--- src/sha_pkg.sv ---
`timescale 1ns / 1ps

package sha_pkg;

    localparam int NUM_ROUNDS   = 64;
    localparam int ROUND_BITS   = 6;
    localparam int DIGEST_WORDS = 8;
    localparam int OUT_IDX_BITS = 3;

    localparam logic [ROUND_BITS-1:0]   LAST_ROUND   = ROUND_BITS'(NUM_ROUNDS - 1);
    localparam logic [OUT_IDX_BITS-1:0] LAST_OUT_IDX = OUT_IDX_BITS'(DIGEST_WORDS - 1);

    localparam logic [31:0] HASH_INIT [DIGEST_WORDS] = '{
        32'h6a09e667, 32'hbb67ae85, 32'h3c6ef372, 32'ha54ff53a,
        32'h510e527f, 32'h9b05688c, 32'h1f83d9ab, 32'h5be0cd19
    };

    localparam logic [31:0] ROUND_K [NUM_ROUNDS] = '{
        32'h428a2f98, 32'h71374491, 32'hb5c0fbcf, 32'he9b5dba5,
        32'h3956c25b, 32'h59f111f1, 32'h923f82a4, 32'hab1c5ed5,
        32'hd807aa98, 32'h12835b01, 32'h243185be, 32'h550c7dc3,
        32'h72be5d74, 32'h80deb1fe, 32'h9bdc06a7, 32'hc19bf174,
        32'he49b69c1, 32'hefbe4786, 32'h0fc19dc6, 32'h240ca1cc,
        32'h2de92c6f, 32'h4a7484aa, 32'h5cb0a9dc, 32'h76f988da,
        32'h983e5152, 32'ha831c66d, 32'hb00327c8, 32'hbf597fc7,
        32'hc6e00bf3, 32'hd5a79147, 32'h06ca6351, 32'h14292967,
        32'h27b70a85, 32'h2e1b2138, 32'h4d2c6dfc, 32'h53380d13,
        32'h650a7354, 32'h766a0abb, 32'h81c2c92e, 32'h92722c85,
        32'ha2bfe8a1, 32'ha81a664b, 32'hc24b8b70, 32'hc76c51a3,
        32'hd192e819, 32'hd6990624, 32'hf40e3585, 32'h106aa070,
        32'h19a4c116, 32'h1e376c08, 32'h2748774c, 32'h34b0bcb5,
        32'h391c0c25, 32'h4ed8aa4a, 32'h5b9cca4f, 32'h682e6ff3,
        32'h748f82ee, 32'h78a5636f, 32'h84c87814, 32'h8cc70208,
        32'h90befffa, 32'ha4506ceb, 32'hbef9a3f7, 32'hc67178f2
    };

    // Commands from the controller to the datapath.
    typedef struct packed {
        logic                    accept;     // absorb the input item
        logic                    load;       // copy hash and block into round state
        logic                    round;      // run one compression round
        logic                    final_add;  // fold working vars into hash
        logic                    pad;        // write 0x80 marker and zero tail
        logic                    len;        // write 64-bit bit length
        logic                    clear_low;  // zero words below the length
        logic                    restart;    // reinit for next message
        logic [ROUND_BITS-1:0]   round_idx;
        logic [OUT_IDX_BITS-1:0] out_idx;
    } cmd_t;

    // Status from the datapath to the controller.
    typedef struct packed {
        logic full_now;  // accepted item completes a 64-byte block
        logic overflow;  // padding spills into an extra block
    } status_t;

endpackage

--- src/sha_ctrl.sv ---
`timescale 1ns / 1ps

module sha_ctrl
    import sha_pkg::*;
(
    input  logic    clk,
    input  logic    rst_n,
    input  logic    in_valid,
    output logic    in_ready,
    input  logic    last_word,
    output logic    out_valid,
    input  logic    out_ready,
    input  status_t st,
    output cmd_t    cmd
);

    localparam logic [2:0] S_IDLE  = 3'd0;
    localparam logic [2:0] S_LOAD  = 3'd1;
    localparam logic [2:0] S_ROUND = 3'd2;
    localparam logic [2:0] S_FINAL = 3'd3;
    localparam logic [2:0] S_PAD   = 3'd4;
    localparam logic [2:0] S_LEN   = 3'd5;
    localparam logic [2:0] S_OUT   = 3'd6;

    localparam logic [1:0] PH_DATA  = 2'd0;
    localparam logic [1:0] PH_EXTRA = 2'd1;
    localparam logic [1:0] PH_LAST  = 2'd2;

    logic [2:0]              state_reg, state_next;
    logic [1:0]              phase_reg, phase_next;
    logic                    last_reg, last_next;
    logic                    over_reg, over_next;
    logic [ROUND_BITS-1:0]   round_reg, round_next;
    logic [OUT_IDX_BITS-1:0] idx_reg, idx_next;

    always_comb
    begin
        state_next    = state_reg;
        phase_next    = phase_reg;
        last_next     = last_reg;
        over_next     = over_reg;
        round_next    = round_reg;
        idx_next      = idx_reg;
        in_ready      = 1'b0;
        out_valid     = 1'b0;
        cmd           = '0;
        cmd.round_idx = round_reg;
        cmd.out_idx   = idx_reg;
        unique case (state_reg)
            S_IDLE:
            begin
                in_ready = 1'b1;
                if (in_valid)
                begin
                    cmd.accept = 1'b1;
                    last_next  = last_word;
                    if (st.full_now)
                    begin
                        phase_next = PH_DATA;
                        state_next = S_LOAD;
                    end
                    else if (last_word)
                    begin
                        state_next = S_PAD;
                    end
                end
            end
            S_LOAD:
            begin
                cmd.load   = 1'b1;
                round_next = '0;
                state_next = S_ROUND;
            end
            S_ROUND:
            begin
                cmd.round  = 1'b1;
                round_next = round_reg + 1'b1;
                if (round_reg == LAST_ROUND)
                begin
                    state_next = S_FINAL;
                end
            end
            S_FINAL:
            begin
                cmd.final_add = 1'b1;
                case (phase_reg)
                    PH_DATA:  state_next = last_reg ? S_PAD : S_IDLE;
                    PH_EXTRA: state_next = S_LEN;
                    default:
                    begin
                        idx_next   = '0;
                        state_next = S_OUT;
                    end
                endcase
            end
            S_PAD:
            begin
                cmd.pad   = 1'b1;
                over_next = st.overflow;
                if (st.overflow)
                begin
                    phase_next = PH_EXTRA;
                    state_next = S_LOAD;
                end
                else
                begin
                    state_next = S_LEN;
                end
            end
            S_LEN:
            begin
                cmd.len       = 1'b1;
                cmd.clear_low = over_reg;
                phase_next    = PH_LAST;
                state_next    = S_LOAD;
            end
            S_OUT:
            begin
                out_valid = 1'b1;
                if (out_ready)
                begin
                    idx_next = idx_reg + 1'b1;
                    if (idx_reg == LAST_OUT_IDX)
                    begin
                        cmd.restart = 1'b1;
                        state_next  = S_IDLE;
                    end
                end
            end
            default:
            begin
                state_next = S_IDLE;
            end
        endcase
    end

    always_ff @(posedge clk or negedge rst_n)
    begin
        if (!rst_n)
        begin
            state_reg <= S_IDLE;
            phase_reg <= PH_DATA;
            last_reg  <= 1'b0;
            over_reg  <= 1'b0;
            round_reg <= '0;
            idx_reg   <= '0;
        end
        else
        begin
            state_reg <= state_next;
            phase_reg <= phase_next;
            last_reg  <= last_next;
            over_reg  <= over_next;
            round_reg <= round_next;
            idx_reg   <= idx_next;
        end
    end

endmodule

--- src/sha_dp.sv ---
`timescale 1ns / 1ps

module sha_dp
    import sha_pkg::*;
(
    input  logic        clk,
    input  logic        rst_n,
    input  cmd_t        cmd,
    output status_t     st,
    input  logic [31:0] data_word,
    input  logic [2:0]  valid_bytes,
    input  logic        last_word,
    output logic [31:0] digest_word
);

    localparam int BLOCK_WORDS = 16;
    localparam int LEN_HI_IDX  = 14;
    localparam int LEN_LO_IDX  = 15;
    localparam logic [5:0] PAD_LIMIT = 6'd56;

    function automatic logic [31:0] rotr(input logic [31:0] x, input int n);
        rotr = (x >> n) | (x << (32 - n));
    endfunction

    logic [31:0] hash_reg [DIGEST_WORDS];
    logic [31:0] hash_next [DIGEST_WORDS];
    logic [31:0] wv_reg [DIGEST_WORDS];
    logic [31:0] wv_next [DIGEST_WORDS];
    logic [31:0] win_reg [BLOCK_WORDS];
    logic [31:0] win_next [BLOCK_WORDS];
    logic [31:0] buf_reg [BLOCK_WORDS];
    logic [31:0] buf_next [BLOCK_WORDS];
    logic [5:0]  bytes_reg, bytes_next;
    logic [63:0] bits_reg, bits_next;

    logic [2:0]  cnt;
    logic [31:0] masked;
    logic [6:0]  bytes_sum;
    logic [3:0]  wr_idx;
    logic [3:0]  pad_idx;
    logic [31:0] pad_word;
    logic [31:0] big_s0, big_s1, ch, maj, t1, t2, new_w;

    // Clamp the byte count and drop bytes past it.
    always_comb
    begin
        cnt = (!last_word || valid_bytes > 3'd4) ? 3'd4 : valid_bytes;
        case (cnt)
            3'd0:    masked = '0;
            3'd1:    masked = {data_word[31:24], 24'h0};
            3'd2:    masked = {data_word[31:16], 16'h0};
            3'd3:    masked = {data_word[31:8], 8'h0};
            default: masked = data_word;
        endcase
        bytes_sum   = {1'b0, bytes_reg} + {4'b0, cnt};
        wr_idx      = bytes_reg[5:2];
        pad_idx     = bytes_reg[5:2];
        st.full_now = bytes_sum[6];
        st.overflow = (bytes_reg >= PAD_LIMIT);
    end

    // Marker byte right after the last message byte.
    always_comb
    begin
        case (bytes_reg[1:0])
            2'd0:    pad_word = 32'h8000_0000;
            2'd1:    pad_word = {buf_reg[pad_idx][31:24], 8'h80, 16'h0};
            2'd2:    pad_word = {buf_reg[pad_idx][31:16], 8'h80, 8'h0};
            default: pad_word = {buf_reg[pad_idx][31:8], 8'h80};
        endcase
    end

    for (genvar g = 0; g < BLOCK_WORDS; g++)
    begin : g_buf
        always_comb
        begin
            buf_next[g] = buf_reg[g];
            if (cmd.accept && cnt != 3'd0 && wr_idx == 4'(g))
            begin
                buf_next[g] = masked;
            end
            else if (cmd.pad)
            begin
                if (pad_idx == 4'(g))
                begin
                    buf_next[g] = pad_word;
                end
                else if (4'(g) > pad_idx)
                begin
                    buf_next[g] = '0;
                end
            end
            else if (cmd.len)
            begin
                if (g == LEN_HI_IDX)
                begin
                    buf_next[g] = bits_reg[63:32];
                end
                else if (g == LEN_LO_IDX)
                begin
                    buf_next[g] = bits_reg[31:0];
                end
                else if (cmd.clear_low)
                begin
                    buf_next[g] = '0;
                end
            end
        end

        always_ff @(posedge clk)
        begin
            buf_reg[g] <= buf_next[g];
        end
    end

    // One compression round and the next schedule word.
    always_comb
    begin
        big_s1 = rotr(wv_reg[4], 6) ^ rotr(wv_reg[4], 11) ^ rotr(wv_reg[4], 25);
        big_s0 = rotr(wv_reg[0], 2) ^ rotr(wv_reg[0], 13) ^ rotr(wv_reg[0], 22);
        ch     = (wv_reg[4] & wv_reg[5]) ^ (~wv_reg[4] & wv_reg[6]);
        maj    = (wv_reg[0] & wv_reg[1]) ^ (wv_reg[0] & wv_reg[2])
               ^ (wv_reg[1] & wv_reg[2]);
        t1     = wv_reg[7] + big_s1 + ch + ROUND_K[cmd.round_idx] + win_reg[0];
        t2     = big_s0 + maj;
        new_w  = (rotr(win_reg[14], 17) ^ rotr(win_reg[14], 19) ^ (win_reg[14] >> 10))
               + win_reg[9]
               + (rotr(win_reg[1], 7) ^ rotr(win_reg[1], 18) ^ (win_reg[1] >> 3))
               + win_reg[0];
    end

    always_comb
    begin
        hash_next  = hash_reg;
        wv_next    = wv_reg;
        win_next   = win_reg;
        bytes_next = bytes_reg;
        bits_next  = bits_reg;
        if (cmd.accept)
        begin
            bytes_next = bytes_sum[5:0];
            bits_next  = bits_reg + {58'h0, cnt, 3'b000};
        end
        if (cmd.load)
        begin
            wv_next  = hash_reg;
            win_next = buf_reg;
        end
        if (cmd.round)
        begin
            for (int i = 0; i < BLOCK_WORDS - 1; i++)
            begin
                win_next[i] = win_reg[i + 1];
            end
            win_next[BLOCK_WORDS - 1] = new_w;
            wv_next[7] = wv_reg[6];
            wv_next[6] = wv_reg[5];
            wv_next[5] = wv_reg[4];
            wv_next[4] = wv_reg[3] + t1;
            wv_next[3] = wv_reg[2];
            wv_next[2] = wv_reg[1];
            wv_next[1] = wv_reg[0];
            wv_next[0] = t1 + t2;
        end
        if (cmd.final_add)
        begin
            for (int i = 0; i < DIGEST_WORDS; i++)
            begin
                hash_next[i] = hash_reg[i] + wv_reg[i];
            end
        end
        if (cmd.restart)
        begin
            hash_next  = HASH_INIT;
            bytes_next = '0;
            bits_next  = '0;
        end
    end

    always_ff @(posedge clk or negedge rst_n)
    begin
        if (!rst_n)
        begin
            hash_reg  <= HASH_INIT;
            bytes_reg <= '0;
            bits_reg  <= '0;
        end
        else
        begin
            hash_reg  <= hash_next;
            bytes_reg <= bytes_next;
            bits_reg  <= bits_next;
        end
    end

    always_ff @(posedge clk)
    begin
        wv_reg  <= wv_next;
        win_reg <= win_next;
    end

    assign digest_word = hash_reg[cmd.out_idx];

endmodule

--- src/sha256_hash_engine_core.sv ---
`timescale 1ns / 1ps
// SHA-256 hash engine.
// Input channel (in_valid/in_ready): one item carries data_word (big-endian,
// first byte in bits 31:24), valid_bytes and last_word. Only the last item of
// a message may carry fewer than four bytes; earlier items count as four.
// Output channel (out_valid/out_ready): eight items per message, digest_word
// with word_index 0 (most significant) to 7, digest_end high on index 7.
// An item that does not fill the 64-byte block is only stored in the block buffer.
// An item that fills a block starts its compression (load, 64 rounds at one round
// per cycle in the shared round unit, hash update). A last item adds a pad
// step, a length step and the compression of the final block, plus one more
// block when the pad marker lands in bytes 56..63 of a block.
// The block works on one item at a time: in_ready is high only while idle,
// and stays low while the digest is being delivered.
// Stalls: while out_ready is low, hold the current digest item unchanged.
// After the eighth item is taken the engine reinitializes and takes the next
// message in the following cycle.
// Reset: rst_n clears control, loads the initial hash values, zeroes the byte
// and bit counters; the engine is ready right after reset.

module sha256_hash_engine_core
    import sha_pkg::*;
(
    input  logic        clk,
    input  logic        rst_n,
    input  logic        in_valid,
    output logic        in_ready,
    input  logic [31:0] data_word,
    input  logic [2:0]  valid_bytes,
    input  logic        last_word,
    output logic        out_valid,
    input  logic        out_ready,
    output logic [31:0] digest_word,
    output logic [2:0]  word_index,
    output logic        digest_end
);

    cmd_t    cmd;
    status_t st;

    // Sequencer: absorb, compress, pad, emit.
    sha_ctrl u_ctrl (
        .clk       (clk),
        .rst_n     (rst_n),
        .in_valid  (in_valid),
        .in_ready  (in_ready),
        .last_word (last_word),
        .out_valid (out_valid),
        .out_ready (out_ready),
        .st        (st),
        .cmd       (cmd)
    );

    // Block buffer, message schedule, round unit and hash state.
    sha_dp u_dp (
        .clk         (clk),
        .rst_n       (rst_n),
        .cmd         (cmd),
        .st          (st),
        .data_word   (data_word),
        .valid_bytes (valid_bytes),
        .last_word   (last_word),
        .digest_word (digest_word)
    );

    // Index and end mark follow the output word counter.
    assign word_index = cmd.out_idx;
    assign digest_end = (cmd.out_idx == LAST_OUT_IDX);

endmodule

--- config.mk ---
export PLATFORM = sky130hd
export DESIGN_NAME = sha256_hash_engine_core
export DESIGN_NICKNAME = d
export VERILOG_FILES = /design/src/sha_pkg.sv /design/src/sha_ctrl.sv /design/src/sha_dp.sv /design/src/sha256_hash_engine_core.sv
export SDC_FILE = /design/constraint.sdc
export NUM_CORES = 2
export LEC_CHECK = 0
export ABC_CLOCK_PERIOD_IN_PS = 49600
export BUFFER_PORTS_ARGS = -buffer_cell sky130_fd_sc_hd__buf_2
export CAP_MARGIN = 20
export CORE_ASPECT_RATIO = 0.5
export CORE_MARGIN = 2
export CORE_UTILIZATION = 40
export CTS_CLUSTER_SIZE = 30
export DETAILED_ROUTE_END_ITERATION = 10
export GPL_TIMING_DRIVEN = 1
export PLACE_DENSITY = 0.52
export SLEW_MARGIN = 5
export SYNTH_ARGS = -nofsm -noshare
export SYNTH_HDL_FRONTEND = slang
export SYNTH_SLANG_ARGS = --single-unit
--- constraint.sdc ---
create_clock -name clk -period 49.6 [get_ports clk]
set_input_delay 0 -clock clk [delete_from_list [all_inputs] [get_ports clk]]
set_output_delay 0 -clock clk [all_outputs]
set_load 0.05 [all_outputs]
After elaboration in Yosys (flattened, before gate mapping)

Memory sizes are Yosys's and may differ from the RTL's.
Cells that the tools add are included.

Input bits: 40
Memories kept: 1
Bits in registers: 1622
Word-level logic and storage cells: 384
Memory bits (read-only): 2048

Bitwise logic cells: 30
Muxes and demuxes: 119
Reduce and logical (&&, ||, !) cells: 82
Order comparisons: 21
Equal/unequal tests: 53
Add/subtract/negate cells: 22

Memories:

| name            | depth | bits a word | read ports | clocked after memory_dff | write ports | line          | RTL |
|---|---|---|---|---|---|---|---|
| (no name shown) | 64    | 32          | 1          | 0                        | 0           | sha_dp.sv:124 | `t1 = wv_reg[7] + big_s1 + ch + ROUND_K[cmd.round_idx] + win_reg[0];` |

Operators with widths:

| operator                                      | number |
|---|---|
| 2-to-1 mux 32 bit                             | 74 |
| 2-to-1 mux 256 bit                            | 4 |
| 2-to-1 mux 512 bit                            | 2 |
| adder 32 bit                                  | 18 |
| XOR 32 bit                                    | 9 |
| AND 32 bit                                    | 5 |
| binary-select mux 32 bit (select 4 bit)       | 1 |
| 2-to-1 mux 64 bit                             | 2 |
| case mux 32 bit (4 select lines)              | 1 |
| binary-select mux 32 bit (select 3 bit)       | 1 |
| case mux 32 bit (3 select lines)              | 1 |
| nonzero test 3 bit                            | 32 |
| adder 64 x 6 -> 64 bit                        | 1 |
| != test 4 x 1 -> 1 bit, second input constant | 16 |
| AND reduction 3 bit                           | 15 |
| 2-to-1 mux 3 bit                              | 11 |
| equality test 4 bit, second input constant    | 8 |
| > comparator 4 bit, first input constant      | 8 |
| inverter 32 bit                               | 1 |
| OR 10 x 32 -> 32 bit                          | 1 |
| OR 13 x 32 -> 32 bit                          | 1 |
| OR 14 x 32 -> 32 bit                          | 1 |
| OR 15 x 32 -> 32 bit                          | 1 |
| OR 19 x 32 -> 32 bit                          | 1 |
| 51 further kinds                              | 112 |

Logic depth before layout (Yosys ltp)

Word-level depth: 9
Depth in mapped cells: 42
Depth with buffers taken out: 41

By module

A second synthesis with hierarchy kept.

Cells, all modules: 8705
Area, all modules: 100187.3 sq um

Modules (own cells, without submodules):

| module                  | cells an instance | area each (sq um) | times used | sequential area each (sq um) |
|---|---|---|---|---|
| sha_dp                  | 8616              | 99252.7           | 1          | 46689.8 |
| sha_ctrl                | 88                | 928.4             | 1          | 400.4 |
| sha256_hash_engine_core | 1                 | 6.3               | 1          | 0.0 |

Worst setup path before layout

No wires, ideal clock.

Path type: reg-to-reg
Start point: register u_ctrl.state_reg[0]
End point: register u_ctrl.round_reg[4]
Buffers on the path: 2
Required time: 49445 ps
Setup slack: 13403 ps
Cell stages (with the launch flop): 8
Arrival time: 36042 ps
Cell sequence: dfrtp_1 -> clkbuf_1 -> clkbuf_1 -> xnor2_1 -> nor2_1 -> o21ai_0 -> nand2_1 -> o41ai_1

Word-level cells in the longest chain between the ends: 2
Elaborated cells between the ends (all ways): 4
Those cells by class: eq/ne: 2; mux: 1; reduce/logical: 1

RTL lines:

| what                                                                         | line            | RTL |
|---|---|---|
| start: declaration                                                           | sha_ctrl.sv:29  | `logic [2:0] state_reg, state_next;` |
| start signal: assignment                                                     | sha_ctrl.sv:150 | `state_reg <= state_next;` |
| equality test 3 x 2 -> 1 bit or equality test 3 x 1 -> 1 bit (tied branches) | sha_ctrl.sv:49  | `unique case (state_reg)` |
| case mux 6 bit (2 select lines) or nonzero test 2 bit (tied branches)        | --              |  |
| end signal: assignment                                                       | sha_ctrl.sv:154 | `round_reg <= round_next;` |
| end: declaration                                                             | sha_ctrl.sv:33  | `logic [ROUND_BITS-1:0] round_reg, round_next;` |

Parallel ways exist; a longest one is shown, timed or not.
A chain may end at the register's enable or synchronous reset.

==> impl_metrics.ini <==
[run_status]
status = completed

[power]
p_per_area_nw_per_um2 = 26.0
power.total_mw = 2.80
peakVddDrop_v = 0.0000275
leakage_nw = 43.9

[sta]
skew_ns = 0.0722
period_minus_slack_ns = 10.73
slew_violations = 0
fin_crit_sh_pct = 21.6
setup_tns_ns = 0
rsz0062_at_grt = false
finalHoldViolations = 0
holdWs_ns = 0.0351
setup_viol = 0
max_freq_mhz = 93.2
slew_headroom_pct = 19.2
fin_ws_ns = 38.87
tightestPinTransition_ns = 1.21

[drt]
post-route-drc-count = 0
drtIter0Drc = 9089
routed_via_density = 5.89
wl_per_cell_um = 29.0
ant_nets = 0
first_pass_iters = 6
routed_wl_um = 384000
vias = 78029

[cells_and_area]
fillCellCount = 23587
drive_gt1_share_pct = 9.35
nets = 10495
final_area_um2 = 108000
syn_to_final_growth_pct = 9.62
stdcell_count = 13248
final_util_pct = 44.2

[clocking]
cts.sinks = 1619
clockBufferDepth = 4
clkTransAtPathRegs_ns = 0.06
cts-root-buf = clkbuf_16
htree_levels = 4
cts_tree = yes
cts_resized = 0
cts_made_buffers = 171
clk_latency_ns = 0.90

[yosys]
synth_top_cell_area_share_pct = 39.0
netlist_area_um2 = 98500
synth.most_common_cell = nand2_1
synth_area_leaders = edfxtp_1 (39%), nand2_1 (10%), dfrtp_1 (5.2%)
synth-seq-cells = 1619
syn-mean-instance-area_um2 = 9.82
synth_ff_type = edfxtp_1
synth.distinct_cells = 101
ys_async_sr_fraction_pct = 20.9
yosys_warnings = 0
synth_edf_count = 1280
netlist_top_cells_count = nand2_1 (2719), edfxtp_1 (1280), o21ai_0 (676), nor2_1 (532), clkbuf_1 (501)
synth_nets = 10663
ys_seq_area_share_pct = 47.8
syn_inst = 10028
post-synth-top-area-cell = edfxtp_1

[global_route]
grt_use_total_pct = 30.0
overflow = 0
antenna_found_initial = 10
first_global_vias = 73522
grt_pass1_wl_um = 548000
grt_max_degree = 206

[setup_path]
r2r_end = u_dp.wv_reg[252]$_DFFE_PP_
r2r_cells = 41
slowest_delay_ns = 0.91
rr_startpoint = u_ctrl.round_reg[1]$_DFFE_PN0P_
crit_arrival_ns = 11.32
reg2reg_slack_ns = 38.87
crit_fanout = 21
crit_path_start_kind = flop
cp-end-kind = flop
cpMostUsedCell = inv_1
cp.required_ns = 50.19
cpMaxStageDelayCell = ha_1
worstSetupPathType = reg -> reg

[die]
die_w_um = 706
io_pins = 78
dieArea_um2 = 250000
die_h_um = 355
core.rowCount = 128
start_util_pct = 40.4
core_area_um2 = 244000

[min_path]
hold_path_end = u_dp.buf_reg[257]$_SDFFCE_PN0P_
worstHoldStart = data_word[1]
worstHoldPathCells = 3
hold_path.class = in -> reg

[job]
cap_violations = 0

[placed_design]
dpl_cell_area_um2 = 102000
port_buffers = 77
place_ws_ns = 39.08
place_congestion = 0.954
dp_hpwl_um = 268000
placed_cells = 12905
## timing repair
action | CTS | global route
setup buffers | 0 | 0
endpoints found under the hold margin | 323 | 0
hold buffers | 30 | 0
## cell usage in the layout, fill, tap and decap left out, types with 136 or more instances in the layout
cell type	netlist	routed
nand2_1	2719	2707
mux4_2	145	145
nand3_1	175	174
a21o_1	195	195
dfstp_2	136	136
o21ai_0	676	672
xnor2_1	370	370
fa_1	197	197
edfxtp_1	1280	1280
xor2_1	257	257
dfrtp_1	203	192
a21oi_1	455	448
nor2_1	532	527
clkbuf_16	0	174
inv_1	361	360
o22ai_1	239	237
ha_1	398	398
## worst max path at each step
| stage | start | endpoint | slack (ns) | cells past startpoint |
|---|---|---|---|---|
| after detailed placement | u_ctrl.round_reg[1]$_DFFE_PN0P_ | u_dp.wv_reg[252]$_DFFE_PP_ | 39.08 | 41 |
| after global routing | u_ctrl.round_reg[1]$_DFFE_PN0P_ | u_dp.wv_reg[255]$_DFFE_PP_ | 38.38 | 41 |
| after floorplan | u_ctrl.state_reg[0]$_DFFE_PN0P_ | u_ctrl.round_reg[4]$_DFFE_PN0P_ | 13.40 | 7 |
| after global placement | u_ctrl.round_reg[1]$_DFFE_PN0P_ | u_dp.wv_reg[252]$_DFFE_PP_ | 39.01 | 41 |
| after CTS | u_ctrl.round_reg[1]$_DFFE_PN0P_ | u_dp.wv_reg[252]$_DFFE_PP_ | 39.03 | 41 |
| final | u_ctrl.round_reg[1]$_DFFE_PN0P_ | u_dp.wv_reg[252]$_DFFE_PP_ | 38.87 | 41 |
## critical path: cells and delay by family (launching register included)
kind                     cells  cell delay, ns
flip-flops                   1            0.32
adder cells (fa/ha/maj)      7            3.59
AO/OA/AOI/OAI               15            3.04
XOR/XNOR                     1            0.18
buffers and inverters        8            1.48
AND/OR/NAND/NOR             10            1.81
## power by group
group	leakage (nW)	total, mW	internal [mW]	switching (mW)
Clock	2.66	1.32	0.728	0.592
Combinational	24.3	0.0354	0.00767	0.0277
Sequential	16.9	1.45	1.45	0.000828
## final cells by class
cell class                      instances  area (um^2)  share of cell area, %
Timing Repair Buffer                  252         1940                   1.80
Sequential cell                      1619        47100                   43.6
Inverter                              366         1370                   1.27
Antenna cell                            3         7.51                0.00695
Clock buffer                          222         4640                   4.30
Clock inverter                         86          763                  0.707
Tap cell                             3250         4070                   3.77
Multi-Input combinational cell       7450        48100                   44.5
## kinds of logic after synthesis
kind of cell               Yosys count  share of synthesized area [%]
muxes                              256                           4.54
and+or+nand+nor                   3880                           16.1
xor gates and xnor gates           627                           5.58
adders and majority gates          598                           9.09
DFF                               1619                           47.8
AOI/OAI and AO/OA                 2089                           13.1
buffers and inverters              959                           3.74
## layer usage
layer  wire length [um]  GRT usage, %
met3              29700          4.51
met2             172000          47.0
met1             170000          43.3
met4              12500          8.50
met5                 35             0
Power figures use the tool's default switching activity.
